## config.mk

```make
export PLATFORM = sky130hd
export DESIGN_NAME = two_beam_speed_trap
export DESIGN_NICKNAME = d
export VERILOG_FILES = /design/src/rtl/tbst_pkg.sv /design/src/rtl/two_beam_speed_trap.sv /design/src/rtl/tbst_front.sv /design/src/rtl/tbst_queue.sv /design/src/rtl/tbst_back.sv
export SDC_FILE = /design/constraint.sdc
export NUM_CORES = 1
export LEC_CHECK = 0
export ABC_AREA = 1
export BUFFER_PORTS_ARGS = -buffer_cell sky130_fd_sc_hd__buf_2
export CAP_MARGIN = 0
export CORE_ASPECT_RATIO = 1.25
export CORE_MARGIN = 3
export CORE_UTILIZATION = 60
export DETAILED_ROUTE_END_ITERATION = 6
export PLACE_DENSITY = 0.83
export SLEW_MARGIN = 20
export SYNTH_ARGS = -nofsm -noshare
export SYNTH_HDL_FRONTEND = slang
export SYNTH_SLANG_ARGS = --single-unit
```

## constraint.sdc

```tcl
create_clock -name i_clk -period 9.1 [get_ports i_clk]
set_input_delay 1.365 -clock i_clk [delete_from_list [all_inputs] [get_ports i_clk]]
set_output_delay 1.365 -clock i_clk [all_outputs]
set_load 0.05 [all_outputs]
```

## src/rtl/tbst_pkg.sv

```systemverilog
// Shared types, widths and register codes for the two-beam speed trap.
package tbst_pkg;

    localparam int SAMPLE_BITS       = 10;
    localparam int ELAPSED_BITS_DEF  = 24;
    localparam int THR_W             = SAMPLE_BITS;
    localparam int LIMIT_W           = 10;
    localparam int NUM_W             = 20;
    localparam int TICK_W            = 10;
    localparam int SPEED_W           = 16;
    localparam int CFG_DATA_W        = 20;
    localparam int CFG_IDX_W         = 4;
    localparam int QUEUE_DEPTH       = 4;

    localparam logic [THR_W-1:0]   THR_RESET   = THR_W'(400);
    localparam logic [LIMIT_W-1:0] LIMIT_RESET = LIMIT_W'(80);
    localparam logic [NUM_W-1:0]   NUM_RESET   = NUM_W'(3600);
    localparam logic [TICK_W-1:0]  TICK_RESET  = TICK_W'(100);
    localparam logic [SPEED_W-1:0] SPEED_MAX   = '1;

    typedef enum logic [CFG_IDX_W-1:0] {
        CFG_DARK_THRESHOLD  = 4'd0,
        CFG_SPEED_LIMIT     = 4'd1,
        CFG_SPEED_NUMERATOR = 4'd2,
        CFG_TICK_MS         = 4'd3
    } t_cfg_idx;

    typedef struct packed {
        logic [SAMPLE_BITS-1:0] sensor_a;
        logic [SAMPLE_BITS-1:0] sensor_b;
        logic                   button_edge;
        logic                   tick;
    } t_in_item;

    typedef struct packed {
        logic               power_lamp;
        logic               timing_lamp;
        logic               measurement_valid;
        logic [SPEED_W-1:0] speed_kmh;
        logic               violation;
    } t_out_item;

    typedef struct packed {
        logic power;
        logic timing;
        logic valid;
    } t_flags;

    localparam int FLAGS_W = $bits(t_flags);

endpackage

```

## src/rtl/two_beam_speed_trap.sv

```systemverilog
// Top level of the two-beam speed trap: configuration registers, front end, queue, back end.
//
// Input requests are pushed with i_push while o_full is low; each carries both sensor
// readings, a power button edge and a time tick. Every request gives exactly one result,
// shown on o_result while o_empty is low and taken with i_pop.
// A result holds the power and timing lamps after the request and, when the request ended
// a passage, the speed in whole km/h and the violation flag.
// The front end takes one request per cycle, while the queue is not full, into a four-entry
// job queue. The back end takes a request that ends no passage, or ends one with zero
// elapsed time, straight to its result; one that ends a timed passage first goes through
// the 20-step serial divider that forms the speed.
// Configuration is written through i_cfg_we, i_cfg_idx and i_cfg_data while the block is
// idle; unknown indexes are ignored.
// Synchronous reset restores the register defaults, switches power on, stops timing and
// empties the queue and the result register.
// When the receiver stalls the result register holds, the back end waits, the queue fills
// and o_full then holds off new requests.
module two_beam_speed_trap
    import tbst_pkg::*;
#(
    parameter int ELAPSED_BITS = ELAPSED_BITS_DEF
) (
    input  logic                  i_clk,
    input  logic                  i_rst_n,
    input  logic                  i_push,
    output logic                  o_full,
    input  t_in_item              i_item,
    output logic                  o_empty,
    input  logic                  i_pop,
    output t_out_item             o_result,
    input  logic                  i_cfg_we,
    input  logic [CFG_IDX_W-1:0]  i_cfg_idx,
    input  logic [CFG_DATA_W-1:0] i_cfg_data
);

    localparam int JOB_W = FLAGS_W + ELAPSED_BITS;

    logic [THR_W-1:0]        r_dark_threshold;
    logic [LIMIT_W-1:0]      r_speed_limit;
    logic [NUM_W-1:0]        r_speed_numerator;
    logic [TICK_W-1:0]       r_tick_ms;

    logic                    w_q_push;
    logic                    w_q_full;
    logic                    w_q_pop;
    logic                    w_q_empty;
    t_flags                  w_flags;
    logic [ELAPSED_BITS-1:0] w_elapsed;
    logic [JOB_W-1:0]        w_q_out;

    always_ff @(posedge i_clk) begin
        if (!i_rst_n) begin
            r_dark_threshold  <= THR_RESET;
            r_speed_limit     <= LIMIT_RESET;
            r_speed_numerator <= NUM_RESET;
            r_tick_ms         <= TICK_RESET;
        end else if (i_cfg_we) begin
            unique case (i_cfg_idx)
                CFG_DARK_THRESHOLD:  r_dark_threshold  <= i_cfg_data[THR_W-1:0];
                CFG_SPEED_LIMIT:     r_speed_limit     <= i_cfg_data[LIMIT_W-1:0];
                CFG_SPEED_NUMERATOR: r_speed_numerator <= i_cfg_data[NUM_W-1:0];
                CFG_TICK_MS:         r_tick_ms         <= i_cfg_data[TICK_W-1:0];
                default: begin
                end
            endcase
        end
    end

    assign o_full = w_q_full;

    tbst_front #(
        .ELAPSED_BITS(ELAPSED_BITS)
    ) u_front (
        .i_clk           (i_clk),
        .i_rst_n         (i_rst_n),
        .i_push          (i_push),
        .i_item          (i_item),
        .i_dark_threshold(r_dark_threshold),
        .i_tick_ms       (r_tick_ms),
        .i_q_full        (w_q_full),
        .o_q_push        (w_q_push),
        .o_flags         (w_flags),
        .o_elapsed       (w_elapsed)
    );

    tbst_queue #(
        .WIDTH(JOB_W),
        .DEPTH(QUEUE_DEPTH)
    ) u_queue (
        .i_clk  (i_clk),
        .i_rst_n(i_rst_n),
        .i_push (w_q_push),
        .i_data ({w_flags, w_elapsed}),
        .o_full (w_q_full),
        .i_pop  (w_q_pop),
        .o_data (w_q_out),
        .o_empty(w_q_empty)
    );

    tbst_back #(
        .ELAPSED_BITS(ELAPSED_BITS)
    ) u_back (
        .i_clk            (i_clk),
        .i_rst_n          (i_rst_n),
        .i_q_empty        (w_q_empty),
        .i_q_data         (w_q_out),
        .o_q_pop          (w_q_pop),
        .i_speed_limit    (r_speed_limit),
        .i_speed_numerator(r_speed_numerator),
        .i_pop            (i_pop),
        .o_empty          (o_empty),
        .o_result         (o_result)
    );

endmodule

```

## src/rtl/tbst_front.sv

```systemverilog
// Front end: accepts requests, updates power and timing state, and queues one job per request.
module tbst_front
    import tbst_pkg::*;
#(
    parameter int ELAPSED_BITS = ELAPSED_BITS_DEF
) (
    input  logic                    i_clk,
    input  logic                    i_rst_n,
    input  logic                    i_push,
    input  t_in_item                i_item,
    input  logic [THR_W-1:0]        i_dark_threshold,
    input  logic [TICK_W-1:0]       i_tick_ms,
    input  logic                    i_q_full,
    output logic                    o_q_push,
    output t_flags                  o_flags,
    output logic [ELAPSED_BITS-1:0] o_elapsed
);

    logic                    r_powered;
    logic                    r_timing;
    logic [ELAPSED_BITS-1:0] r_elapsed;
    logic                    n_powered;
    logic                    n_timing;
    logic [ELAPSED_BITS-1:0] n_elapsed;
    logic [ELAPSED_BITS:0]   w_sum;
    logic                    w_start;
    logic                    w_stop;
    logic                    w_timing_mid;
    logic [ELAPSED_BITS-1:0] w_elapsed_tick;

    assign o_q_push = i_push && !i_q_full;
    assign w_sum    = {1'b0, r_elapsed} + (ELAPSED_BITS + 1)'(i_tick_ms);

    always_comb begin
        n_powered      = r_powered ^ i_item.button_edge;
        w_elapsed_tick = r_elapsed;
        if (i_item.tick && r_timing) begin
            w_elapsed_tick = w_sum[ELAPSED_BITS] ? '1 : w_sum[ELAPSED_BITS-1:0];
        end
        w_start      = n_powered && !r_timing && (i_item.sensor_a < i_dark_threshold);
        w_timing_mid = r_timing || w_start;
        n_elapsed    = w_start ? '0 : w_elapsed_tick;
        w_stop       = n_powered && w_timing_mid && (i_item.sensor_b < i_dark_threshold);
        n_timing     = w_timing_mid && !w_stop;
    end

    assign o_flags.power  = n_powered;
    assign o_flags.timing = n_timing;
    assign o_flags.valid  = w_stop;
    assign o_elapsed      = n_elapsed;

    always_ff @(posedge i_clk) begin
        if (!i_rst_n) begin
            r_powered <= 1'b1;
            r_timing  <= 1'b0;
            r_elapsed <= '0;
        end else if (o_q_push) begin
            r_powered <= n_powered;
            r_timing  <= n_timing;
            r_elapsed <= n_elapsed;
        end
    end

endmodule

```

## src/rtl/tbst_queue.sv

```systemverilog
// Small job queue between the front end and the divider back end.
module tbst_queue
    import tbst_pkg::*;
#(
    parameter int WIDTH = FLAGS_W + ELAPSED_BITS_DEF,
    parameter int DEPTH = QUEUE_DEPTH
) (
    input  logic             i_clk,
    input  logic             i_rst_n,
    input  logic             i_push,
    input  logic [WIDTH-1:0] i_data,
    output logic             o_full,
    input  logic             i_pop,
    output logic [WIDTH-1:0] o_data,
    output logic             o_empty
);

    localparam int PTR_W = (DEPTH > 1) ? $clog2(DEPTH) : 1;
    localparam int CNT_W = $clog2(DEPTH + 1);

    logic [WIDTH-1:0] r_mem [DEPTH];
    logic [PTR_W-1:0] r_wr_ptr;
    logic [PTR_W-1:0] r_rd_ptr;
    logic [CNT_W-1:0] r_count;
    logic             w_push;
    logic             w_pop;

    assign o_full  = (r_count == CNT_W'(DEPTH));
    assign o_empty = (r_count == '0);
    assign w_push  = i_push && !o_full;
    assign w_pop   = i_pop && !o_empty;
    assign o_data  = r_mem[r_rd_ptr];

    always_ff @(posedge i_clk) begin
        if (w_push) begin
            r_mem[r_wr_ptr] <= i_data;
        end
    end

    always_ff @(posedge i_clk) begin
        if (!i_rst_n) begin
            r_wr_ptr <= '0;
            r_rd_ptr <= '0;
            r_count  <= '0;
        end else begin
            if (w_push) begin
                r_wr_ptr <= (r_wr_ptr == PTR_W'(DEPTH - 1)) ? '0 : r_wr_ptr + 1'b1;
            end
            if (w_pop) begin
                r_rd_ptr <= (r_rd_ptr == PTR_W'(DEPTH - 1)) ? '0 : r_rd_ptr + 1'b1;
            end
            if (w_push && !w_pop) begin
                r_count <= r_count + 1'b1;
            end else if (w_pop && !w_push) begin
                r_count <= r_count - 1'b1;
            end
        end
    end

endmodule

```

## src/rtl/tbst_back.sv

```systemverilog
// Back end: serial speed divider, violation compare and the result register.
module tbst_back
    import tbst_pkg::*;
#(
    parameter int ELAPSED_BITS = ELAPSED_BITS_DEF
) (
    input  logic                              i_clk,
    input  logic                              i_rst_n,
    input  logic                              i_q_empty,
    input  logic [FLAGS_W+ELAPSED_BITS-1:0]   i_q_data,
    output logic                              o_q_pop,
    input  logic [LIMIT_W-1:0]                i_speed_limit,
    input  logic [NUM_W-1:0]                  i_speed_numerator,
    input  logic                              i_pop,
    output logic                              o_empty,
    output t_out_item                         o_result
);

    localparam int PROD_W = LIMIT_W + ELAPSED_BITS;
    localparam int CNT_W  = $clog2(NUM_W);

    typedef enum logic [1:0] {S_IDLE, S_DIV, S_DONE} t_state;

    t_state                  r_state;
    t_flags                  r_flags;
    logic [ELAPSED_BITS-1:0] r_den;
    logic [ELAPSED_BITS-1:0] r_rem;
    logic [NUM_W-1:0]        r_quo;
    logic [CNT_W-1:0]        r_cnt;
    logic [PROD_W-1:0]       r_prod;
    t_out_item               r_out;
    logic                    r_out_valid;

    t_flags                  w_job_flags;
    logic [ELAPSED_BITS-1:0] w_job_elapsed;
    logic [ELAPSED_BITS:0]   w_trial;
    logic                    w_fits;
    logic [SPEED_W-1:0]      w_speed;
    logic                    w_viol;

    assign w_job_flags   = t_flags'(i_q_data[FLAGS_W+ELAPSED_BITS-1:ELAPSED_BITS]);
    assign w_job_elapsed = i_q_data[ELAPSED_BITS-1:0];
    assign o_q_pop       = (r_state == S_IDLE) && !i_q_empty;
    assign o_empty       = !r_out_valid;
    assign o_result      = r_out;

    assign w_trial = {r_rem, r_quo[NUM_W-1]};
    assign w_fits  = (w_trial >= {1'b0, r_den});

    always_comb begin
        w_speed = '0;
        w_viol  = 1'b0;
        if (r_flags.valid) begin
            if (r_den == '0) begin
                w_speed = SPEED_MAX;
            end else if (r_quo[NUM_W-1:SPEED_W] != '0) begin
                w_speed = SPEED_MAX;
            end else begin
                w_speed = r_quo[SPEED_W-1:0];
            end
            w_viol = PROD_W'(i_speed_numerator) > r_prod;
        end
    end

    always_ff @(posedge i_clk) begin
        if (!i_rst_n) begin
            r_state     <= S_IDLE;
            r_out_valid <= 1'b0;
        end else begin
            if ((r_state == S_DONE) && (!r_out_valid || i_pop)) begin
                r_out_valid <= 1'b1;
            end else if (i_pop) begin
                r_out_valid <= 1'b0;
            end
            unique case (r_state)
                S_IDLE: begin
                    if (o_q_pop) begin
                        r_flags <= w_job_flags;
                        r_den   <= w_job_elapsed;
                        r_rem   <= '0;
                        r_quo   <= i_speed_numerator;
                        r_cnt   <= CNT_W'(NUM_W - 1);
                        r_prod  <= PROD_W'(i_speed_limit) * PROD_W'(w_job_elapsed);
                        if (w_job_flags.valid && (w_job_elapsed != '0)) begin
                            r_state <= S_DIV;
                        end else begin
                            r_state <= S_DONE;
                        end
                    end
                end
                S_DIV: begin
                    r_rem <= w_fits ? ELAPSED_BITS'(w_trial - {1'b0, r_den})
                                    : w_trial[ELAPSED_BITS-1:0];
                    r_quo <= {r_quo[NUM_W-2:0], w_fits};
                    r_cnt <= r_cnt - 1'b1;
                    if (r_cnt == '0) begin
                        r_state <= S_DONE;
                    end
                end
                S_DONE: begin
                    if (!r_out_valid || i_pop) begin
                        r_out.power_lamp        <= r_flags.power;
                        r_out.timing_lamp       <= r_flags.timing;
                        r_out.measurement_valid <= r_flags.valid;
                        r_out.speed_kmh         <= w_speed;
                        r_out.violation         <= w_viol;
                        r_state                 <= S_IDLE;
                    end
                end
                default: begin
                    r_state <= S_IDLE;
                end
            endcase
        end
    end

    a_hold_result: assert property (@(posedge i_clk) disable iff (!i_rst_n)
        r_out_valid && !i_pop |=> r_out_valid)
        else $error("Result was dropped without being taken.");

    a_div_nonzero: assert property (@(posedge i_clk) disable iff (!i_rst_n)
        r_state == S_DIV |-> r_den != '0)
        else $error("Divider started with a zero divisor.");

    a_idle_result: assert property (@(posedge i_clk) disable iff (!i_rst_n)
        r_out_valid && !r_out.measurement_valid |->
            r_out.speed_kmh == '0 && !r_out.violation)
        else $error("Result without a measurement carries a speed or violation.");

    a_meas_stops: assert property (@(posedge i_clk) disable iff (!i_rst_n)
        r_out_valid && r_out.measurement_valid |-> !r_out.timing_lamp)
        else $error("A finished measurement still shows timing.");

endmodule

```

==> run_results.csv, run 1 <==
group,metric,value,unit
cts,cts_resized,0,
power,powerDensity,388,nW/µm²
sta,setup_tns,0,ns
synth,yosysMostFrequentCell,"nand2_1",
cts,htree_levels,2,
sta,finalSetupViolations,0,
cts,clockBufferDepth,3,
detailed_routing,vias,18900,
die,die_height,229,µm
die,fp.dieW,184,µm
die,core-area,38600,µm²
grt,grt_first_pass_wirelength,98900,µm
detailed_routing,post_drt_via_cell_ratio,5.69,
synth,yosys_warnings,0,
sta,period_share,0.722,
cts,clkLatencyLatePin,0.55,ns
layout,fin_nets,3188,
grt,grt_util_all_layers,0.294,
cts,clk_pin_slew_worst_paths,0.07,ns
worst_setup_path,start_kind,"flip-flop",
layout,drive_gt1_frac,0.0726,
worst_setup_path,cp_max_fo,55,
synth,syn_nets,3149,
synth,synth_edf_count,238,
sta,maxSlewHeadroom,0.271,
detailed_routing,initialDrtViolationCount,1682,
power,leakagePower,12.1,nW
synth,synthTopCellsByCount,"nand2_1 (602), inv_1 (444), nor2_1 (329), edfxtp_1 (238), fa_1 (177)",
detailed_routing,drc,0,
place,dp_hpwl,46600,µm
sta,final_max_slew_viol_count,0,
die,fp.dieArea,42100,µm²
layout,syn2layout_area_growth,7.78,%
grt,first_global_vias,19600,
layout,diodes,0,
grt,grt_overflow,0,
sta,rsz0062_at_grt,"false",
run,cap_violations,0,
power,ir_worst_vdd,228,µV
synth,synth_top_flop_cell,"edfxtp_1",
grt,grt_max_degree,83,
sta,fmax,0.152,GHz
worst_hold_path,hold_depth,0,
die,start_util,0.615,
cts,cts_buffers,34,
cts,post_cts_buffers,0,
synth,yosysUniqueCellTypes,52,
synth,syn_area_per_cell,8.57,µm²
cts,cts-root-buf,"clkbuf_16",
worst_setup_path,critPathRequiredTime,9.36,ns
detailed_routing,drt-total-wl,61000,µm
place,port_buffers,72,
outcome,status,"finished clean",
synth,syn-instance-count,2773,
sta,post-route-min-period,6.57,ns
synth,yosysSeqAreaShare,0.375,
synth,ys_top_cells_by_area,"edfxtp_1 (30%), fa_1 (15%), nand2_1 (9.5%)",
synth,ys_ff_latch,326,
die,io-pin-count,73,
sta,fin_hold_ws,0.412,ns
synth,async_flop_share,0,
synth,netlist_area,23800,µm²
detailed_routing,detail-route-antenna-nets,0,
synth,yosysTopAreaCellShare,0.301,
cts,postCtsHoldBufs,0,
worst_setup_path,reg2regPathDepth,26,
worst_setup_path,crit_arrival,6.83,ns
worst_setup_path,worstSetupPathType,"reg2reg",
grt,grt_antenna_before_repair,1,
worst_setup_path,cp-end-kind,"flip-flop",
sta,skew,0.0381,ns
die,fp-row-count,80,
worst_hold_path,min_path_type,"reg2reg",
detailed_routing,wire_per_inst,18.3,µm
cts,cts_tree,"built",
cts,cts_sinks,326,
detailed_routing,dr.pass1.iters,6,
worst_setup_path,r2r_slack,2.53,ns
synth,synth_area_leader_cell,"edfxtp_1",
power,total_power,0.00994,W
sta,tightest_slew,1.09,ns
sta,hold_violations,0,
place,gp_congestion,0.942,
[per-stage QoR]
step,util,cells,instance area (µm²),setup WS (ns)
3_3_place_gp,0.633,3268,24500,2.74
5_1_grt,0.663,3330,25600,2.07
6_report,0.663,3330,25600,2.53
4_1_cts,0.663,3330,25600,2.55
2_1_floorplan,-,2773,23800,3.84
3_5_place_dp,0.633,3268,24500,2.64
[path summary, 6_finish.rpt]
check                         start                   to
hold reg to reg   u_back.r_flags[1]  u_back.o_result[18]
setup / recovery          flip-flop    u_back.r_prod[27]
hold / removal    u_back.r_flags[1]  u_back.o_result[18]
setup reg to reg          flip-flop    u_back.r_prod[27]
[cell families after synthesis]
| family | Yosys count | share of synthesized area |
|---|---|---|
| XOR/XNOR | 46 | 0.0173 |
| flip-flops | 326 | 0.375 |
| buffers and inverters | 545 | 0.0914 |
| AND/OR/NAND/NOR | 1162 | 0.205 |
| AO/OA/AOI/OAI | 369 | 0.0847 |
| adder cells (fa/ha/maj) | 325 | 0.227 |
[worst max-delay path: stages (launching register included)]
cell     delay (ns)
dfxtp_1        0.30
buf_4          0.28
inv_4          0.48
nand2_1        0.14
nand3_1        0.10
nand2_1        0.23
inv_1          0.24
nand2_1        0.11
fa_1           0.57
inv_1          0.06
fa_1           0.52
fa_1           0.44
fa_1           0.54
inv_1          0.06
fa_1           0.53
inv_1          0.04
ha_1           0.34
nand2_1        0.22
nor2_1         0.09
inv_1          0.14
a21oi_1        0.06
nor2_1         0.11
o21ai_2        0.13
a21oi_1        0.28
o21ai_1        0.10
nand2_1        0.07
nand2_1        0.05
[cell usage in the layout (no fill, tap or decap), types with 34 or more instances in the layout]
master / Yosys / final
o21ai_0: 149 / 149
fa_1: 177 / 177
clkbuf_16: 0 / 34
a21oi_1: 142 / 142
edfxtp_1: 238 / 238
ha_1: 148 / 148
nand2_1: 602 / 602
dfxtp_1: 88 / 88
inv_1: 444 / 443
nor2_1: 329 / 323
buf_2: 10 / 72
nand3_1: 122 / 122
[registers in the layout, summed over array words and instances (netlist names), named ones only]
signal	count
u_queue.r_mem	108
u_back.r_prod	34
u_back.r_den	24
u_back.r_rem	24
u_front.r_elapsed	24
r_speed_numerator	20
u_back.o_result	20
u_back.r_quo	20
r_dark_threshold	10
r_speed_limit	10
r_tick_ms	10
u_back.r_cnt	5
u_back.r_flags	3
u_queue.r_count	3
u_back.r_state	2
u_queue.r_rd_ptr	2
u_queue.r_wr_ptr	2
u_back.r_out_valid	1
u_front.r_powered	1
u_front.r_timing	1
[metal layers]
layer | up-vias | track usage | part of all wire
met5 | - | 0 | 0.00018
li1 | 8970 | - | -
met3 | 196 | 0.0466 | 0.060
met2 | 718 | 0.521 | 0.51
met4 | 2 | 0.150 | 0.061
met1 | 9052 | 0.342 | 0.37
[power breakdown]
group / internal (W) / switching (W) / total [W]
combinational: 0.00201 / 0.00413 / 0.00614
sequential: 0.00219 / 0.000163 / 0.00235
clock: 0.000838 / 0.000614 / 0.00145
[cell type report]
| cell class | count | area, µm² |
|---|---|---|
| tap | 492 | 616 |
| timing repair buffer | 81 | 428 |
| inverter | 467 | 1760 |
| multi-input combinational | 1902 | 12700 |
| clock inverter | 22 | 263 |
| fill | 3028 | 13000 |
| clock buffer | 40 | 903 |
| sequential | 326 | 8910 |
Note: power is estimated with default switching activity, not from simulation.
==> run 2, diff against run 1 <==
--- a/config.mk
+++ b/config.mk
@@ -5,14 +5,14 @@
 export SDC_FILE = /design/constraint.sdc
 export NUM_CORES = 1
 export LEC_CHECK = 0
-export ABC_AREA = 1
+export ABC_AREA = 0
 export BUFFER_PORTS_ARGS = -buffer_cell sky130_fd_sc_hd__buf_2
 export CAP_MARGIN = 0
 export CORE_ASPECT_RATIO = 1.25
 export CORE_MARGIN = 3
-export CORE_UTILIZATION = 60
+export CORE_UTILIZATION = 58
 export DETAILED_ROUTE_END_ITERATION = 6
-export PLACE_DENSITY = 0.83
+export PLACE_DENSITY = 0.84
 export SLEW_MARGIN = 20
 export SYNTH_ARGS = -nofsm -noshare
 export SYNTH_HDL_FRONTEND = slang
==> constraint.sdc (replaced) <==
create_clock -name i_clk -period 5.5 [get_ports i_clk]
set_input_delay 0.825 -clock i_clk [delete_from_list [all_inputs] [get_ports i_clk]]
set_output_delay 0.825 -clock i_clk [all_outputs]
set_load 0.05 [all_outputs]
==> run_results.csv, run 2 <==
group,metric,value,unit
cts,htree_levels,2,
synth,async_flop_share,0,
sta,skew,0.0313,ns
synth,ys_top_cells_by_area,"edfxtp_1 (31%), fa_1 (16%), ha_1 (8.2%)",
layout,largest_register_ffs,108,
worst_setup_path,slowest_delay,0.57,ns
outcome,status,"finished, violations left",
sta,fmax,0.156,GHz
worst_setup_path,cp-end-kind,"flip-flop",
power,power.share.sequential,0.235,
grt,grt_antenna_before_repair,2,
power,leakagePower,11.9,nW
worst_setup_path,critPathBufInv,2,
sta,final_max_slew_viol_count,0,
synth,netlist_area,22700,µm²
worst_setup_path,worstSetupPathType,"reg2reg",
sta,finalWorstSetupSlack,-0.903,ns
layout,largest-register,"u_queue.r_mem",
power,comb_power_share,0.615,
grt,grt_max_degree,56,
sta,rsz0062_at_grt,"true",
cts,cts_sinks,326,
sta,maxSlewHeadroom,0.228,
synth,ys_ff_latch,326,
power,switchingPower,0.00667,W
sta,hold_violations,0,
die,fp.dieW,183,µm
grt,grt_util_all_layers,0.276,
synth,syn-instance-count,2150,
cts,clkLatencyLatePin,0.56,ns
power,switching_share,0.425,
layout,final_area,27000,µm²
sta,finalSetupViolations,24,
place,port_buffers,72,
outcome,violations,"setup timing",
layout,fin_nets,2747,
synth,yosysSeqAreaShare,0.392,
layout,syn2layout_area_growth,19.0,%
detailed_routing,drc,0,
layout,finalNonFillerCells,2890,
worst_setup_path,path_cells,"clkbuf_16 > mux4_2 > buf_6 > and2_1 > fa_1 > fa_1 > fa_2 > fa_1 > fa_1 > ha_4 > a211oi_4 > o21bai_4 > a31o_4 > o31ai_4 > o31ai_4 > a21o_1 > a221o_1 > a21oi_2 > xnor2_1",
grt,grt_first_pass_wirelength,91700,µm
synth,yosysMostFrequentCell,"nand2_1",
grt,grt_overflow,0,
cts,cts_buffers,34,
power,total_power,0.0157,W
detailed_routing,vias,17600,
layout,reg_top3,"u_queue.r_mem x108, u_back.r_prod x34",
detailed_routing,wire_per_inst,21.3,µm
layout,mostFrequentLayoutCells,"nand2_1 (268), edfxtp_1 (238), inv_1 (219)",
place,place_area,24900,µm²
synth,synth_edf_count,238,
synth,yosys_warnings,0,
sta,post-route-min-period,6.40,ns
power,clockPowerShare,0.150,
cts,clockBufferDepth,3,
worst_setup_path,cp_slowest_cell,"mux4_2",
worst_setup_path,start_kind,"flip-flop",
worst_setup_path,critPathRequiredTime,5.79,ns
layout,drive_gt1_frac,0.216,
die,die_height,227,µm
synth,yosysUniqueCellTypes,77,
detailed_routing,detail-route-antenna-nets,0,
worst_hold_path,min_path_type,"reg2reg",
power,p_int,0.00901,W
layout,n_fill_cell,2400,
grt,first_global_vias,18000,
detailed_routing,initialDrtViolationCount,1616,
synth,yosysTopAreaCellShare,0.315,
die,start_util,0.591,
synth,syn_area_per_cell,10.6,µm²
place,gp_congestion,0.926,
layout,mostFrequentLayoutCell,"nand2_1",
worst_setup_path,cp_max_fo,5,
cts,postCtsHoldBufs,0,
die,fp-row-count,80,
run,cap_violations,0,
die,fp.dieArea,41600,µm²
place,dp_hpwl,41400,µm
worst_setup_path,crit_arrival,6.69,ns
power,powerDensity,580,nW/µm²
cts,cts_tree,"built",
sta,tightest_slew,1.15,ns
layout,regArea,8910,µm²
synth,syn_nets,2526,
worst_setup_path,path_common_cell,"fa_1",
synth,synthTopCellsByCount,"nand2_1 (285), inv_1 (242), edfxtp_1 (238), fa_1 (177), ha_1 (148)",
detailed_routing,post_drt_via_cell_ratio,6.08,
die,core-area,38400,µm²
synth,synth_top_flop_cell,"edfxtp_1",
detailed_routing,dr.pass1.iters,6,
layout,multi_input_area,13300,µm²
cts,clk_pin_slew_worst_paths,0.06,ns
die,io-pin-count,73,
sta,period_share,1.16,
synth,synth_area_leader_cell,"edfxtp_1",
power,ir_worst_vdd,359,µV
detailed_routing,drt-total-wl,61600,µm
worst_setup_path,cp_top_family,"adder cells",
cts,cts-root-buf,"clkbuf_16",
place,place_inst,2776,
## run 2: layer usage
metal	wire, µm	global-route usage	share of wire	vias up
met5	54	0	0.00088	-
met4	3380	0.114	0.055	2
met3	4150	0.0384	0.067	251
met2	31900	0.507	0.52	870
met1	22100	0.327	0.36	8709
li1	-	-	-	7750
## run 2: path summary, 6_finish.rpt
check / slack [ns] / endpoint / depth (start not counted) / from
setup reg to reg: -0.90 / u_back.r_prod[30] / 19 / flip-flop
hold / removal: 0.45 / u_back.o_result[19] / 0 / u_back.r_flags[2]
setup / recovery: -0.90 / u_back.r_prod[30] / 19 / flip-flop
hold reg to reg: 0.45 / u_back.o_result[19] / 0 / u_back.r_flags[2]
## run 2: worst register-to-register path: stages (launching register included)
cell	delay, ns
dfxtp_4	0.41
clkbuf_16	0.17
mux4_2	0.57
buf_6	0.17
and2_1	0.17
fa_1	0.52
fa_1	0.45
fa_2	0.57
fa_1	0.45
fa_1	0.54
ha_4	0.22
a211oi_4	0.31
o21bai_4	0.13
a31o_4	0.24
o31ai_4	0.40
o31ai_4	0.10
a21o_1	0.18
a221o_1	0.31
a21oi_2	0.14
xnor2_1	0.08
## run 2: power groups by stage
stage | logic, W | clock network (W) | registers, W
after floorplan | 0.00561 | 0 | 0.00370
after global placement | 0.00754 | 0 | 0.00368
after detailed placement | 0.00790 | 0 | 0.00371
after CTS | 0.00835 | 0.00236 | 0.00367
after global routing | 0.0104 | 0.00246 | 0.00372
final | 0.00964 | 0.00235 | 0.00369
## run 2: logic make-up after synthesis
| family | count (synthesis) | share of synthesized area |
|---|---|---|
| and+or+nand+nor | 705 | 0.147 |
| buffers and inverters | 338 | 0.0571 |
| DFF | 326 | 0.392 |
| adders and majority gates | 325 | 0.238 |
| AOI/OAI and AO/OA | 316 | 0.0927 |
| muxes | 75 | 0.0480 |
| xor gates and xnor gates | 65 | 0.0251 |
## run 2: layout make-up
class                      instances  area share
multi-input combinational       1489       0.491
sequential                       326       0.330
timing repair buffer             278      0.0804
clock buffer                      47      0.0353
inverter                         242      0.0337
tap                              492      0.0228
clock inverter                    15     0.00680
antenna                            1   0.0000926
## run 2: timing repair
item,CTS,global route
setup endpoints to repair,20,24
cloned,2,3
buffers inserted,18,31
pin swaps,13,90
gates resized for setup,32,113
hold endpoints to repair,0,0
## run 2: metrics by stage
step            util  setup WS (ns)  TNS (ns)  hold slack [ns]
4_1_cts        0.684         -0.724     -8.65            0.449
2_1_floorplan      -         -0.498     -2.99            0.400
6_report       0.703         -0.903    -13.42            0.448
3_5_place_dp   0.647         -0.796     -8.45            0.437
3_3_place_gp   0.647         -0.733     -6.32            0.446
5_1_grt        0.703          -1.08    -16.57            0.445
==> run 3, diff against run 2 <==
--- a/config.mk
+++ b/config.mk
@@ -10,9 +10,9 @@
 export CAP_MARGIN = 0
 export CORE_ASPECT_RATIO = 1.25
 export CORE_MARGIN = 3
-export CORE_UTILIZATION = 58
+export CORE_UTILIZATION = 30
 export DETAILED_ROUTE_END_ITERATION = 6
-export PLACE_DENSITY = 0.84
+export PLACE_DENSITY = 0.52
 export SLEW_MARGIN = 20
 export SYNTH_ARGS = -nofsm -noshare
 export SYNTH_HDL_FRONTEND = slang
==> run_results.csv, run 3 (synthesis gave the netlist of run 2 again) <==
group,metric,value,unit
outcome,status,"finished, violations left",
outcome,violations,"setup timing",
cts,htree_levels,2,
layout,syn2layout_area_growth,21.4,%
layout,fin_nets,2753,
worst_setup_path,cp_max_fo,8,
worst_setup_path,slowest_delay,0.55,ns
sta,post-route-min-period,6.16,ns
place,gp_congestion,0.838,
power,switching_share,0.403,
detailed_routing,drc,0,
power,p_int,0.00897,W
detailed_routing,dr.pass1.iters,5,
power,power.share.sequential,0.243,
grt,grt_overflow,0,
cts,cts_tree,"built",
sta,rsz0062_at_grt,"true",
grt,grt_first_pass_wirelength,91600,µm
power,ir_worst_vdd,301,µV
power,switchingPower,0.00606,W
sta,tightest_slew,1.08,ns
die,start_util,0.303,
sta,period_share,1.12,
die,die_height,314,µm
layout,reg_top3,"u_queue.r_mem x108, u_back.r_prod x34",
worst_setup_path,cp_slowest_cell,"fa_1",
worst_hold_path,min_path_type,"reg2reg",
detailed_routing,detail-route-antenna-nets,0,
worst_setup_path,crit_arrival,6.45,ns
detailed_routing,post_drt_via_cell_ratio,4.76,
detailed_routing,initialDrtViolationCount,691,
power,comb_power_share,0.600,
grt,first_global_vias,17200,
power,leakagePower,11.9,nW
power,clockPowerShare,0.157,
grt,grt_antenna_before_repair,0,
worst_setup_path,cp-end-kind,"flip-flop",
sta,fmax,0.162,GHz
die,fp-row-count,112,
grt,grt_util_all_layers,0.145,
worst_setup_path,path_cells,"buf_12 > mux4_2 > buf_6 > nand2_4 > fa_1 > inv_2 > fa_1 > inv_1 > fa_1 > inv_2 > fa_1 > inv_1 > fa_1 > inv_2 > ha_4 > a2111oi_4 > o21ai_2 > a31o_4 > o31ai_4 > o31ai_4 > a21o_1 > a221o_1 > a21oi_2 > xnor2_1",
die,io-pin-count,73,
cts,clockBufferDepth,3,
detailed_routing,wire_per_inst,16.8,µm
die,core-area,74800,µm²
die,fp.dieW,252,µm
cts,cts_buffers,36,
cts,clk_pin_slew_worst_paths,0.06,ns
detailed_routing,drt-total-wl,56700,µm
run,cap_violations,0,
cts,clkLatencyLatePin,0.55,ns
sta,setup_tns,-7.81,ns
layout,largest-register,"u_queue.r_mem",
layout,mostFrequentLayoutCells,"nand2_1 (270), edfxtp_1 (238), inv_1 (229)",
sta,finalSetupViolations,20,
sta,maxSlewHeadroom,0.278,
sta,finalWorstSetupSlack,-0.663,ns
sta,hold_violations,0,
worst_setup_path,worstSetupPathType,"reg2reg",
place,dp_hpwl,44100,µm
grt,grt_max_degree,62,
power,powerDensity,545,nW/µm²
layout,final_util,0.369,
layout,drive_gt1_frac,0.212,
sta,final_max_slew_viol_count,0,
layout,mostFrequentLayoutCell,"nand2_1",
worst_setup_path,critPathRequiredTime,5.78,ns
worst_setup_path,start_kind,"flip-flop",
place,port_buffers,72,
die,fp.dieArea,79100,µm²
detailed_routing,vias,16000,
worst_setup_path,path_common_cell,"fa_1",
cts,cts-root-buf,"clkbuf_16",
layout,largest_register_ffs,108,
sta,fin_hold_ws,0.416,ns
layout,diodes,0,
sta,skew,0.0159,ns
cts,cts_sinks,326,
==> run 3: power by group through the flow <==
| stage | Combinational [W] | Clock (W) | Sequential, W |
|---|---|---|---|
| final | 0.00902 | 0.00236 | 0.00365 |
| after global routing | 0.0101 | 0.00251 | 0.00370 |
| after CTS | 0.00878 | 0.00243 | 0.00366 |
| after detailed placement | 0.00803 | 0 | 0.00370 |
| after global placement | 0.00790 | 0 | 0.00369 |
| after floorplan | 0.00561 | 0 | 0.00370 |
==> run 3: through the flow <==
step                      cells  area (µm²)  total power (W)  worst slack (ns)
after detailed placement   3261       25500           0.0117            -0.907
after global placement     3261       25500           0.0116            -0.836
after floorplan            2150       23100          0.00931            -0.498
after CTS                  3368       27300           0.0149            -0.685
after global routing       3374       27600           0.0163            -0.898
final                      3374       27600           0.0150            -0.663
==> run 3: area by class of cell <==
type / instances / area [µm²]
Fill cell: 7349 / 47300
Multi-Input combinational cell: 1487 / 13200
Sequential cell: 326 / 8910
Timing Repair Buffer: 284 / 2200
Tap cell: 969 / 1210
Clock buffer: 45 / 977
Inverter: 242 / 908
Clock inverter: 21 / 171
==> run 3: critical path: cells and delay by family, from the launching register on <==
family / cells / cell delay (ns)
flops: 1 / 0.39
mux: 1 / 0.40
compound gates: 8 / 1.73
buf+inv: 7 / 0.56
fa+ha+maj: 6 / 2.72
xor+xnor: 1 / 0.08
simple gates: 1 / 0.05
==> run 3: timing repair <==
| action | in CTS | in global routing |
|---|---|---|
| gates cloned | 2 | 0 |
| setup endpoints to repair | 21 | 23 |
| buffers inserted | 39 | 7 |
| gates resized for setup | 80 | 46 |
| pin swaps | 79 | 11 |
| hold buffers | 0 | 0 |
==> run 3: path summary, 6_finish.rpt <==
check                          from                  end  slack (ns)  cells after the start
setup / recovery          flip-flop    u_back.r_prod[30]       -0.66                     24
hold / removal    u_back.r_flags[1]  u_back.o_result[18]        0.42                      0
setup reg to reg          flip-flop    u_back.r_prod[30]       -0.66                     24
hold reg to reg   u_back.r_flags[1]  u_back.o_result[18]        0.42                      0
==> run 3: layer usage <==
| metal | wire length (µm) | global-route usage | part of all wire | vias up |
|---|---|---|---|---|
| li1 | - | - | - | 7765 |
| met1 | 24000 | 0.171 | 0.42 | 7985 |
| met2 | 29700 | 0.271 | 0.52 | 208 |
| met3 | 1340 | 0.0170 | 0.024 | 86 |
| met4 | 1720 | 0.0470 | 0.030 | 0 |
| met5 | 0 | 0 | 0 | - |
